File: config.mk
export PLATFORM = sky130hd
export DESIGN_NAME = wildcard_name_matcher
export DESIGN_NICKNAME = d
export VERILOG_FILES = /design/src/rtl/core/wnm_pkg.sv /design/src/rtl/core/wnm_cell.sv /design/src/rtl/core/wnm_out_buf.sv /design/src/rtl/core/wildcard_name_matcher.sv
export SDC_FILE = /design/constraint.sdc
export NUM_CORES = 1
export LEC_CHECK = 0
export BUFFER_PORTS_ARGS = -buffer_cell sky130_fd_sc_hd__buf_2
export CELL_PAD_IN_SITES_DETAIL_PLACEMENT = 1
export CELL_PAD_IN_SITES_GLOBAL_PLACEMENT = 1
export CORE_MARGIN = 2
export CORE_UTILIZATION = 45
export CTS_BUF_LIST = sky130_fd_sc_hd__clkbuf_4
export DETAILED_ROUTE_END_ITERATION = 10
export HOLD_SLACK_MARGIN = 0.05
export PLACE_DENSITY_LB_ADDON = 0.1
export SYNTH_ARGS = -nofsm -noshare
export SYNTH_HDL_FRONTEND = slang
export SYNTH_SLANG_ARGS = --single-unit
File: constraint.sdc
create_clock -name clk -period 3.58 [get_ports clk]
set_clock_uncertainty 0.05 [all_clocks]
set_input_delay 0.537 -clock clk [delete_from_list [all_inputs] [get_ports clk]]
set_output_delay 0.537 -clock clk [all_outputs]
set_load 0.02 [all_outputs]
File: src/rtl/core/wnm_pkg.sv
`timescale 1ns / 1ps
// ----------------------------------------------------------------------------
// wnm_pkg - shared types and constants of the wildcard name matcher
// Opcodes, character codes, the cell control word and the links that
// pass prefix-match bits from one cell to the next.
// ----------------------------------------------------------------------------
package wnm_pkg;

  localparam int CHAR_W           = 16;
  localparam int PATTERN_CAP_DEF  = 32;

  localparam logic [CHAR_W-1:0] CH_STAR  = 16'h002A;
  localparam logic [CHAR_W-1:0] CH_QMARK = 16'h003F;

  // Input word kinds carried on tuser
  typedef enum logic [1:0] {
    OP_CLEAR  = 2'd0,
    OP_APPEND = 2'd1,
    OP_NAME   = 2'd2,
    OP_END    = 2'd3
  } opcode_t;

  // Broadcast control from the top level to every cell
  typedef struct packed {
    logic              restart;   // return the name state to the empty prefix
    logic              step;      // advance all prefix bits by one name char
    logic              clear;     // drop the stored pattern
    logic              write;     // store one pattern char at the write index
    logic              wstar;     // char being stored is '*'
    logic              wqmark;    // char being stored is '?'
    logic [CHAR_W-1:0] wchar;     // case-folded char being stored
    logic [CHAR_W-1:0] name_char; // case-folded name char
  } cell_ctl_t;

  // Prefix bits handed from a cell to its right neighbor
  typedef struct packed {
    logic closed;  // prefix match after the star step
    logic raw;     // prefix match as registered
  } link_t;

  // One verdict
  typedef struct packed {
    logic wild;
    logic ovf;
    logic matched;
  } verdict_t;

  // Fold ASCII lower case onto upper case
  function automatic logic [CHAR_W-1:0] fold_case(input logic [CHAR_W-1:0] c);
    logic [CHAR_W-1:0] r;
    r = c;
    if (c inside {[16'h0061:16'h007A]}) begin
      r = c - 16'h0020;
    end
    return r;
  endfunction

endpackage

File: src/rtl/core/wnm_cell.sv
`timescale 1ns / 1ps
// ----------------------------------------------------------------------------
// wnm_cell - one pattern position of the matcher row
// Holds one pattern char and the match bit of the prefix that ends at it,
// and updates that bit from its left neighbor on every name char.
// ----------------------------------------------------------------------------
module wnm_cell #(
  parameter int IDX_W = 5,
  parameter int INDEX = 0
) (
  input  logic               clk,
  input  logic               rst,
  input  wnm_pkg::cell_ctl_t ctl,
  input  logic [IDX_W-1:0]   wr_index,
  input  wnm_pkg::link_t     left,
  output wnm_pkg::link_t     right,
  output logic               hit
);
  import wnm_pkg::*;

  logic [CHAR_W-1:0] pchar;
  logic              is_star;
  logic              is_qmark;
  logic              valid;
  logic              tail;
  logic              m;
  logic              sel;
  logic              closed_self;
  logic              m_next;

  assign sel = ctl.write && (wr_index == IDX_W'(INDEX));

  // Star step: stars never sit side by side, so one neighbor is enough
  assign closed_self = valid && (m || (is_star && left.raw));

  // Next prefix bit for one name char
  always_comb begin
    m_next = 1'b0;
    if (valid) begin
      if (is_star) begin
        m_next = closed_self;
      end else if (is_qmark) begin
        m_next = left.closed;
      end else begin
        m_next = left.closed && (pchar == ctl.name_char);
      end
    end
  end

  assign right.closed = closed_self;
  assign right.raw    = m;
  assign hit          = tail && closed_self;

  // Hold the pattern char
  always_ff @(posedge clk) begin
    if (sel) begin
      pchar    <= ctl.wchar;
      is_star  <= ctl.wstar;
      is_qmark <= ctl.wqmark;
    end
  end

  // Track occupancy and whether this is the last stored position
  always_ff @(posedge clk) begin
    if (rst) begin
      valid <= 1'b0;
      tail  <= 1'b0;
    end else if (ctl.clear) begin
      valid <= 1'b0;
      tail  <= 1'b0;
    end else if (ctl.write) begin
      if (sel) begin
        valid <= 1'b1;
      end
      tail <= sel;
    end
  end

  // Advance the prefix bit
  always_ff @(posedge clk) begin
    if (rst) begin
      m <= 1'b0;
    end else if (ctl.restart) begin
      m <= 1'b0;
    end else if (ctl.step) begin
      m <= m_next;
    end
  end

endmodule

File: src/rtl/core/wnm_out_buf.sv
`timescale 1ns / 1ps
// ----------------------------------------------------------------------------
// wnm_out_buf - verdict output register with skid stage
// Lets the input side keep running while a verdict waits to be taken.
// ----------------------------------------------------------------------------
module wnm_out_buf (
  input  logic              clk,
  input  logic              rst,
  input  logic              in_valid,
  input  wnm_pkg::verdict_t in_data,
  output logic              in_ready,
  output logic              out_valid,
  output wnm_pkg::verdict_t out_data,
  input  logic              out_ready
);
  import wnm_pkg::*;

  verdict_t skid_data;
  logic     skid_valid;

  assign in_ready = !skid_valid;

  // Control: refill from the skid first, else take the new word
  always_ff @(posedge clk) begin
    if (rst) begin
      out_valid  <= 1'b0;
      skid_valid <= 1'b0;
    end else if (!out_valid || out_ready) begin
      if (skid_valid) begin
        out_valid  <= 1'b1;
        skid_valid <= 1'b0;
      end else begin
        out_valid <= in_valid;
      end
    end else if (in_valid) begin
      skid_valid <= 1'b1;
    end
  end

  // Payload
  always_ff @(posedge clk) begin
    if (!out_valid || out_ready) begin
      out_data <= skid_valid ? skid_data : in_data;
    end else if (in_valid) begin
      skid_data <= in_data;
    end
  end

endmodule

File: src/rtl/core/wildcard_name_matcher.sv
`timescale 1ns / 1ps
// ----------------------------------------------------------------------------
// wildcard_name_matcher - case-insensitive wildcard match of streamed names
// Top level: input decode, pattern bookkeeping, the cell row and the
// verdict output buffer.
// ----------------------------------------------------------------------------
// An input word can be accepted on each cycle while input is not stalled;
// the row of PATTERN_CAPACITY cells updates all prefix-match bits for a name
// char at once. The verdict for an end-of-name word is registered in the
// output buffer and is held until taken; one further
// verdict is parked in a skid stage, and input stalls only while both are
// full. A '*' appended right after a stored '*' counts toward capacity but is
// not stored, since a run of stars matches like a single star.
module wildcard_name_matcher #(
  parameter int PATTERN_CAPACITY = wnm_pkg::PATTERN_CAP_DEF
) (
  input  logic        clk,
  input  logic        rst,
  input  logic        s_tvalid,
  output logic        s_tready,
  input  logic [15:0] s_tdata,   // [15:0] char_code
  input  logic [1:0]  s_tuser,   // [1:0] opcode
  output logic        m_tvalid,
  input  logic        m_tready,
  output logic [7:0]  m_tdata,   // [0] matched, [7:1] zero
  output logic [1:0]  m_tuser    // [0] pattern_overflow, [1] name_had_wildcard
);
  import wnm_pkg::*;

  localparam int CNT_W = $clog2(PATTERN_CAPACITY + 1);
  localparam int IDX_W = $clog2(PATTERN_CAPACITY);

  logic                        accept;
  opcode_t                     op;
  logic [CHAR_W-1:0]           fchar;
  logic                        in_star;
  logic                        in_qmark;
  logic                        has_room;
  cell_ctl_t                   ctl;

  logic [CNT_W-1:0]            count;
  logic [CNT_W-1:0]            stored_len;
  logic                        last_star;
  logic                        empty;
  logic                        ovf;
  logic                        wild;
  logic                        m0;

  link_t                       start_link;
  link_t                       links [PATTERN_CAPACITY];
  logic [PATTERN_CAPACITY-1:0] hits;

  verdict_t                    verdict;
  verdict_t                    out_verdict;
  logic                        verdict_valid;

  // Decode the input word
  assign accept   = s_tvalid && s_tready;
  assign op       = opcode_t'(s_tuser);
  assign fchar    = fold_case(s_tdata);
  assign in_star  = (s_tdata == CH_STAR);
  assign in_qmark = (s_tdata == CH_QMARK);
  assign has_room = (count < CNT_W'(PATTERN_CAPACITY));

  // Broadcast control to the cells
  always_comb begin
    ctl.restart   = accept && (op != OP_NAME);
    ctl.step      = accept && (op == OP_NAME);
    ctl.clear     = accept && (op == OP_CLEAR);
    ctl.write     = accept && (op == OP_APPEND) && has_room && !(in_star && last_star);
    ctl.wstar     = in_star;
    ctl.wqmark    = in_qmark;
    ctl.wchar     = fchar;
    ctl.name_char = fchar;
  end

  // Pattern bookkeeping
  always_ff @(posedge clk) begin
    if (rst) begin
      count      <= '0;
      stored_len <= '0;
      last_star  <= 1'b0;
      empty      <= 1'b1;
      ovf        <= 1'b0;
    end else if (ctl.clear) begin
      count      <= '0;
      stored_len <= '0;
      last_star  <= 1'b0;
      empty      <= 1'b1;
      ovf        <= 1'b0;
    end else if (accept && (op == OP_APPEND)) begin
      if (has_room) begin
        count <= count + CNT_W'(1);
        if (ctl.write) begin
          stored_len <= stored_len + CNT_W'(1);
          last_star  <= in_star;
          empty      <= 1'b0;
        end
      end else begin
        ovf <= 1'b1;
      end
    end
  end

  // Name state held at the top: empty-prefix bit and wildcard mark
  always_ff @(posedge clk) begin
    if (rst) begin
      m0   <= 1'b1;
      wild <= 1'b0;
    end else if (ctl.restart) begin
      m0   <= 1'b1;
      wild <= 1'b0;
    end else if (ctl.step) begin
      m0 <= 1'b0;
      if (in_star || in_qmark) begin
        wild <= 1'b1;
      end
    end
  end

  assign start_link.closed = m0;
  assign start_link.raw    = m0;

  // Row of prefix-match cells
  for (genvar j = 0; j < PATTERN_CAPACITY; j++) begin : g_cell
    wnm_cell #(
      .IDX_W (IDX_W),
      .INDEX (j)
    ) u_cell (
      .clk      (clk),
      .rst      (rst),
      .ctl      (ctl),
      .wr_index (stored_len[IDX_W-1:0]),
      .left     ((j == 0) ? start_link : links[(j == 0) ? 0 : j - 1]),
      .right    (links[j]),
      .hit      (hits[j])
    );
  end

  // Form the verdict
  always_comb begin
    verdict.ovf     = ovf;
    verdict.wild    = wild;
    verdict.matched = ((|hits) || (empty && m0)) && !ovf && !wild;
  end

  assign verdict_valid = accept && (op == OP_END);

  wnm_out_buf u_out_buf (
    .clk       (clk),
    .rst       (rst),
    .in_valid  (verdict_valid),
    .in_data   (verdict),
    .in_ready  (s_tready),
    .out_valid (m_tvalid),
    .out_data  (out_verdict),
    .out_ready (m_tready)
  );

  assign m_tdata = {7'b0, out_verdict.matched};
  assign m_tuser = {out_verdict.wild, out_verdict.ovf};

endmodule

==> results of run 1 <==
==> path summary, 6_finish.rpt <==
| kind | from | slack (ns) | to |
|---|---|---|---|
| setup / recovery | s_tdata[0] | 0.48 | g_cell[20].u_cell.m$_SDFFE_PP0P_ |
| hold reg to reg | empty$_SDFFE_PP1P_ | 0.40 | empty$_SDFFE_PP1P_ |
| setup reg to reg | g_cell[11].u_cell.is_star$_DFFE_PP_ | 0.64 | u_out_buf.out_data[0]$_DFFE_PP_ |
| hold / removal | s_tdata[7] | 0.17 | g_cell[15].u_cell.m$_SDFFE_PP0P_ |
==> area by class of cell <==
cell class	instances	area share
clock buffer	295	0.0630
clock inverter	45	0.00830
antenna	3	0.000214
inverter	59	0.00630
timing repair buffer	192	0.0486
tap	873	0.0311
sequential	696	0.562
multi-input combinational	1423	0.280
==> worst register-to-register path, stage by stage, from the launching register on <==
cell and delay [ns]:
edfxtp_1 0.44, a21oi_1 0.36, o22ai_1 0.18, a211oi_1 0.34, nand3_1 0.11, nor4_1 0.61
buf_4 0.24, nor3_1 0.06, mux2_2 0.26
==> layout by cell type, fill, tap and decap left out, types with 33 or more instances in the layout <==
master    Yosys  layout
a21oi_1     122     120
nand3_1      39      39
nor4_1       53      53
xor2_1      221     221
nor2b_1      37      37
nand4_1      60      60
xnor2_1     172     172
nor2_1      127     124
o21ai_0      44      44
o21a_1       37      37
edfxtp_1    582     582
inv_1        58      58
nand2_1      96      96
clkbuf_4      0     295
buf_4        13     135
o22ai_1      33      33
dfxtp_1     114     114
a22oi_1      33      33
==> where the power goes <==
group	switching, mW	internal, mW	leakage [nW]
Sequential	0.0181	8.77	6.19
Combinational	0.706	0.325	4.14
Clock	3.41	3.95	1.48
Total	4.13	13.0	11.8
==> state kept, by name (all words and copies together) (netlist names), 3 cells and up <==
signal	count
g_cell.u_cell.valid	32
g_cell.u_cell.is_star	32
g_cell.u_cell.pchar	512
count	6
stored_len	5
g_cell.u_cell.m	32
g_cell.u_cell.tail	32
u_out_buf.skid_data	3
g_cell.u_cell.is_qmark	32
u_out_buf.out_data	3
==> metrics by stage <==
| stage | setup WS, ns | util | total power, mW | cell area (µm²) | cells |
|---|---|---|---|---|---|
| after floorplan | 0.241 | - | 9.49 | 30300 | 2303 |
| after global placement | 0.115 | 0.485 | 9.95 | 32400 | 3224 |
| after detailed placement | 0.107 | 0.485 | 9.97 | 32400 | 3224 |
| after CTS | 0.657 | 0.525 | 17.3 | 35100 | 3583 |
| after global routing | 0.498 | 0.525 | 17.8 | 35100 | 3585 |
| final | 0.482 | 0.525 | 17.2 | 35100 | 3586 |
==> cells by family (layout without fill, tap and decap cells) <==
group / after synthesis / in the layout / synth area share
fa+ha+maj: 8 / 8 / 0.00330
xor+xnor: 393 / 393 / 0.114
buf+inv: 184 / 591 / 0.0259
mux: 8 / 8 / 0.00289
other cells: 1 / 10 / 0.000124
simple gates: 518 / 518 / 0.0896
flops: 696 / 696 / 0.652
compound gates: 489 / 489 / 0.113
==> metal layers <==
metal / global-route usage / wire length (µm)
met1: 0.371 / 41600
met2: 0.459 / 46700
met3: 0.0539 / 5900
met4: 0.119 / 3310
met5: 0 / 0
==> out/qor.yml, run 1 <==
clock_tree:
  cts.hold.buffers_added: 19
  cts_max_path_buffers: 3
  cts_made_buffers: 185
  clkSlewWorstSetupHoldPaths_ns: 0.06
  cts_tree: "done"
  postCtsSetupBuffers: 0
  h-tree-depth: 4
  cts.sinks: 696
  cts.repair.resized: 0
  clock_latency_ns: 1.04
  root_buffer: "clkbuf_4"
route:
  drt_iter0_drc: 1879
  drtAntennaViolNets: 0
  routed_wl_um: 97500
  wl_per_cell_um: 27.2
  via_count: 21128
  drc: 0
  drt-pass1-iter-count: 7
  via_per_inst: 5.89
synthesis:
  synthArstFlopShare: 0
  ys_ff_latch: 696
  ys_top_cells_by_area: "edfxtp_1 (58%), dfxtp_1 (7.5%), xor2_1 (6.4%)"
  ys_types: 83
  synth_top_cell_by_area: "edfxtp_1"
  yosys_most_used_dff: "edfxtp_1"
  syn_area_um2: 30300
  synth_cells: 2297
  synth.avg_cell_area_um2: 13.2
  synth_edf_count: 582
  synth.most_common_cell: "edfxtp_1"
  yosysTopAreaCellShare: 0.577
  yosys-top-cells-count: "edfxtp_1 (582), xor2_1 (221), xnor2_1 (172)"
  ys_seq_area_frac: 0.652
  synth_warnings: 0
worst_setup_path:
  cp.arrival_ns: 3.95
  r2r_cells: 8
  cpLargestDelayFamily: "simple AND/OR/NAND/NOR gates"
  start_kind: "input pin"
  cpPeakStageDelay_ns: 1.07
  slowest_stage: "nor2_1"
  worstSetupPathType: "in2reg"
  end_kind: "flip-flop"
  required_ns: 4.43
  critPathBufInv: 3
  cp_cell_sequence: "dlygate4sd3_1, buf_4, or3_1, o221ai_2, nor3_4, nor2_1, buf_4, a211oi_1, a41o_1, a41o_1"
  path_depth: 10
  cp_max_fo: 9
die:
  core_area_um2: 66900
  rows: 95
  dieArea_um2: 69400
  boundaryPins: 34
  dieHeight_um: 264
  start_util: 0.453
  die_w_um: 264
timing:
  period_needed_ns: 3.10
  setup_viol: 0
  hold_ws_ns: 0.170
  grt_setup_unrepaired: "no"
  worst_slew_pin_slew_ns: 1.45
  fmax_mhz: 323
  period_share: 0.865
  maxSlewHeadroom: 0.0323
  setup_tns_ns: 0
  slew_viol_final: 0
  finalHoldViolCount: 0
power:
  power.density_nw_per_um2: 489
  vdd_drop_max_uv: 272
  power.leakage_nw: 11.8
place:
  port_buffers: 26
  gp_congestion: 0.904
  hpwl_um: 65100
global_route:
  grt_pass1_wl_um: 144000
  grt_pass1_vias: 22223
  antenna_found_initial: 5
  grt_start_max_net_pins: 67
  grt.total_usage: 0.282
  overflow: 0
cells_and_area:
  seq_area_um2: 19800
  drive_above_1_share: 0.194
  multiInputGateArea_um2: 9840
  fill_cells: 6784
  syn2layout_area_growth_pct: 16.0
  nets: 2587
flow_run:
  maxCapViolations: 0
hold_path:
  min_path_cells: 5
  hp-class: "in2reg"
run_status:
  outcome: "completed"
Note: power is estimated with default switching activity, not from simulation.
==> run 2, diff against run 1 <==
Settings changed: CELL_PAD_IN_SITES_DETAIL_PLACEMENT 1 to 0.
==> out/qor.yml, run 2 (synthesized netlist as in run 1, its figures left out) <==
global_route:
  grt_start_max_net_pins: 67  # unchanged
  antenna_found_initial: 4  # -1
  grt_pass1_vias: 20675  # -7.0%
  grt_pass1_wl_um: 136000  # -5.4%
  grt.total_usage: 0.268  # -0.0140
  overflow: 0  # unchanged
worst_setup_path:
  slowest_stage: "or3_1"
  crit_top_cell: "buf_4"
  worstSetupPathType: "in2reg"
  end_kind: "flip-flop"
  cp.arrival_ns: 3.81  # -0.14 ns
  cpLargestDelayFamily: "compound AO/OA/AOI/OAI gates"
  cp_max_fo: 7  # -2
  critPathBufInv: 4  # +1
  cpPeakStageDelay_ns: 0.54  # -0.53 ns
  required_ns: 4.42  # about the same
  r2r_cells: 8  # unchanged
  path_depth: 10  # unchanged
  start_kind: "input pin"
  cp_cell_sequence: "dlygate4sd3_1, buf_4, or3_1, buf_4, o22a_1, a31oi_2, inv_1, o31ai_1, a21oi_1, o41ai_1"
timing:
  finalWorstSetupSlack_ns: 0.617  # +0.135 ns
  setup_tns_ns: 0  # unchanged
  finalHoldViolCount: 0  # unchanged
  fmax_mhz: 338  # +4.6%
  setup_viol: 0  # unchanged
  grt_setup_unrepaired: "no"
  slew_viol_final: 0  # unchanged
  period_needed_ns: 2.96  # -0.135 ns
  period_share: 0.828  # -0.0378
  maxSlewHeadroom: 0.385  # +0.353
  worst_slew_pin_slew_ns: 0.921  # -0.525 ns
flow_run:
  maxCapViolations: 0  # unchanged
cells_and_area:
  regMostFlops: "g_cell.u_cell.pchar"
  nets: 2586  # -0.039%
  fill_cells: 5821  # -14%
  final_common_cell: "edfxtp_1"
  syn2layout_area_growth_pct: 15.6
  largest_reg_flops: 512  # unchanged
  final_cell_mix: "edfxtp_1 (582), clkbuf_4 (289), xor2_1 (221)"
  drive_above_1_share: 0.191  # -0.00293
  post-route-util: 0.523  # -0.00178
  fin_cells: 3572  # -0.39%
clock_tree:
  clock_latency_ns: 1.02  # -0.02 ns
  clkSlewWorstSetupHoldPaths_ns: 0.06  # about the same
  cts.repair.resized: 0  # unchanged
  root_buffer: "clkbuf_4"
  h-tree-depth: 4  # unchanged
  cts_tree: "done"
  cts_made_buffers: 185  # unchanged
  cts_max_path_buffers: 3  # unchanged
  cts.sinks: 696  # unchanged
die:
  die_w_um: 264  # unchanged
  core_area_um2: 66900  # unchanged
  dieHeight_um: 264  # unchanged
  boundaryPins: 34  # unchanged
  dieArea_um2: 69400  # unchanged
  rows: 95  # unchanged
  start_util: 0.453  # unchanged
hold_path:
  min_path_cells: 5  # unchanged
  hp-class: "in2reg"
place:
  dp.cells: 3224  # unchanged
  dp_worst_setup_slack_ns: 0.123  # +0.0160 ns
  port_buffers: 26  # unchanged
  hpwl_um: 61100  # -6.1%
  gp_congestion: 0.904  # unchanged
run_status:
  outcome: "completed"
route:
  via_per_inst: 5.79  # -1.8%
  drt-pass1-iter-count: 6  # -1
  via_count: 20667  # -2.2%
  drt_iter0_drc: 1843  # -1.9%
  routed_wl_um: 92300  # -5.3%
  drtAntennaViolNets: 0  # unchanged
  drc: 0  # unchanged
  wl_per_cell_um: 25.8  # -5.0%
power:
  power.density_nw_per_um2: 483  # -1.2%
  vdd_drop_max_uv: 277  # +1.5%
  power.leakage_nw: 11.8  # -0.39%
-- run 2: changes by cell type in the layout (fill, tap and decap cells not counted), moves of 2 or more --
cell / delta
clkbuf_4: -6
clkinv_1: -3
clkinv_2: -2
clkinv_4: -2
clkinvlp_4: -4
diode_2: +2
inv_2: +4
inv_6: -2
-- run 2: layout make-up --
| class | count | area [µm²] | area share |
|---|---|---|---|
| diodes | 5 | 12.5 | 0.000357 |
| clock buffers | 289 | 2170 | 0.0620 |
| clock inverters | 36 | 220 | 0.00629 |
| inverters | 59 | 221 | 0.00632 |
| multi-input cells | 1423 | 9850 | 0.281 |
| flip-flops and latches | 696 | 19800 | 0.564 |
| well taps | 873 | 1090 | 0.0312 |
| repair buffers | 191 | 1700 | 0.0485 |
-- run 2: timing repair --
item | in CTS | in global routing
hold endpoints to repair | 132 | 0
hold buffers | 18 | 0
buffers inserted | 0 | 0
-- run 2: metal layers --
layer,vias to the layer above,wire length [µm],track usage
li1,9324,-,-
met1,10413,40100,0.362
met2,777,43200,0.431
met3,153,6060,0.0513
met4,0,2930,0.102
met5,-,0,0
-- run 2: path summary, 6_finish.rpt --
| path | startpoint | to | slack [ns] |
|---|---|---|---|
| worst min-delay path | s_tdata[7] | g_cell[15].u_cell.m$_SDFFE_PP0P_ | 0.19 |
| worst max-delay path | s_tdata[0] | g_cell[7].u_cell.m$_SDFFE_PP0P_ | 0.62 |
| worst min register to register | empty$_SDFFE_PP1P_ | empty$_SDFFE_PP1P_ | 0.40 |
| worst max register to register | g_cell[11].u_cell.is_star$_DFFE_PP_ | u_out_buf.out_data[0]$_DFFE_PP_ | 0.66 |
-- run 2: power breakdown --
group          total [mW]  leakage (nW)  internal (mW)  switching, mW
Combinational        1.01          4.13          0.324          0.688
Clock                7.11          1.44           3.85           3.26
Sequential           8.79          6.19           8.77         0.0177
Total                16.9          11.8           12.9           3.97
-- run 2: worst reg2reg max path, cell delays in order (launching register included) --
cell and delay (ns):
edfxtp_1 0.45, a21oi_1 0.37, o22ai_1 0.20, a211oi_1 0.37
nand3_1 0.12, nor4_1 0.57, buf_4 0.23, nor3_1 0.06
mux2_2 0.26
-- run 2: stage by stage --
stage	cell area, µm²	hold slack [ns]	power, mW
after floorplan	30300	0.373	9.49
after global placement	32400	0.385	9.95
after detailed placement	32400	0.390	9.96
after CTS	35000	0.0746	17.1
after global routing	35000	0.147	17.6
final	35000	0.194	16.9
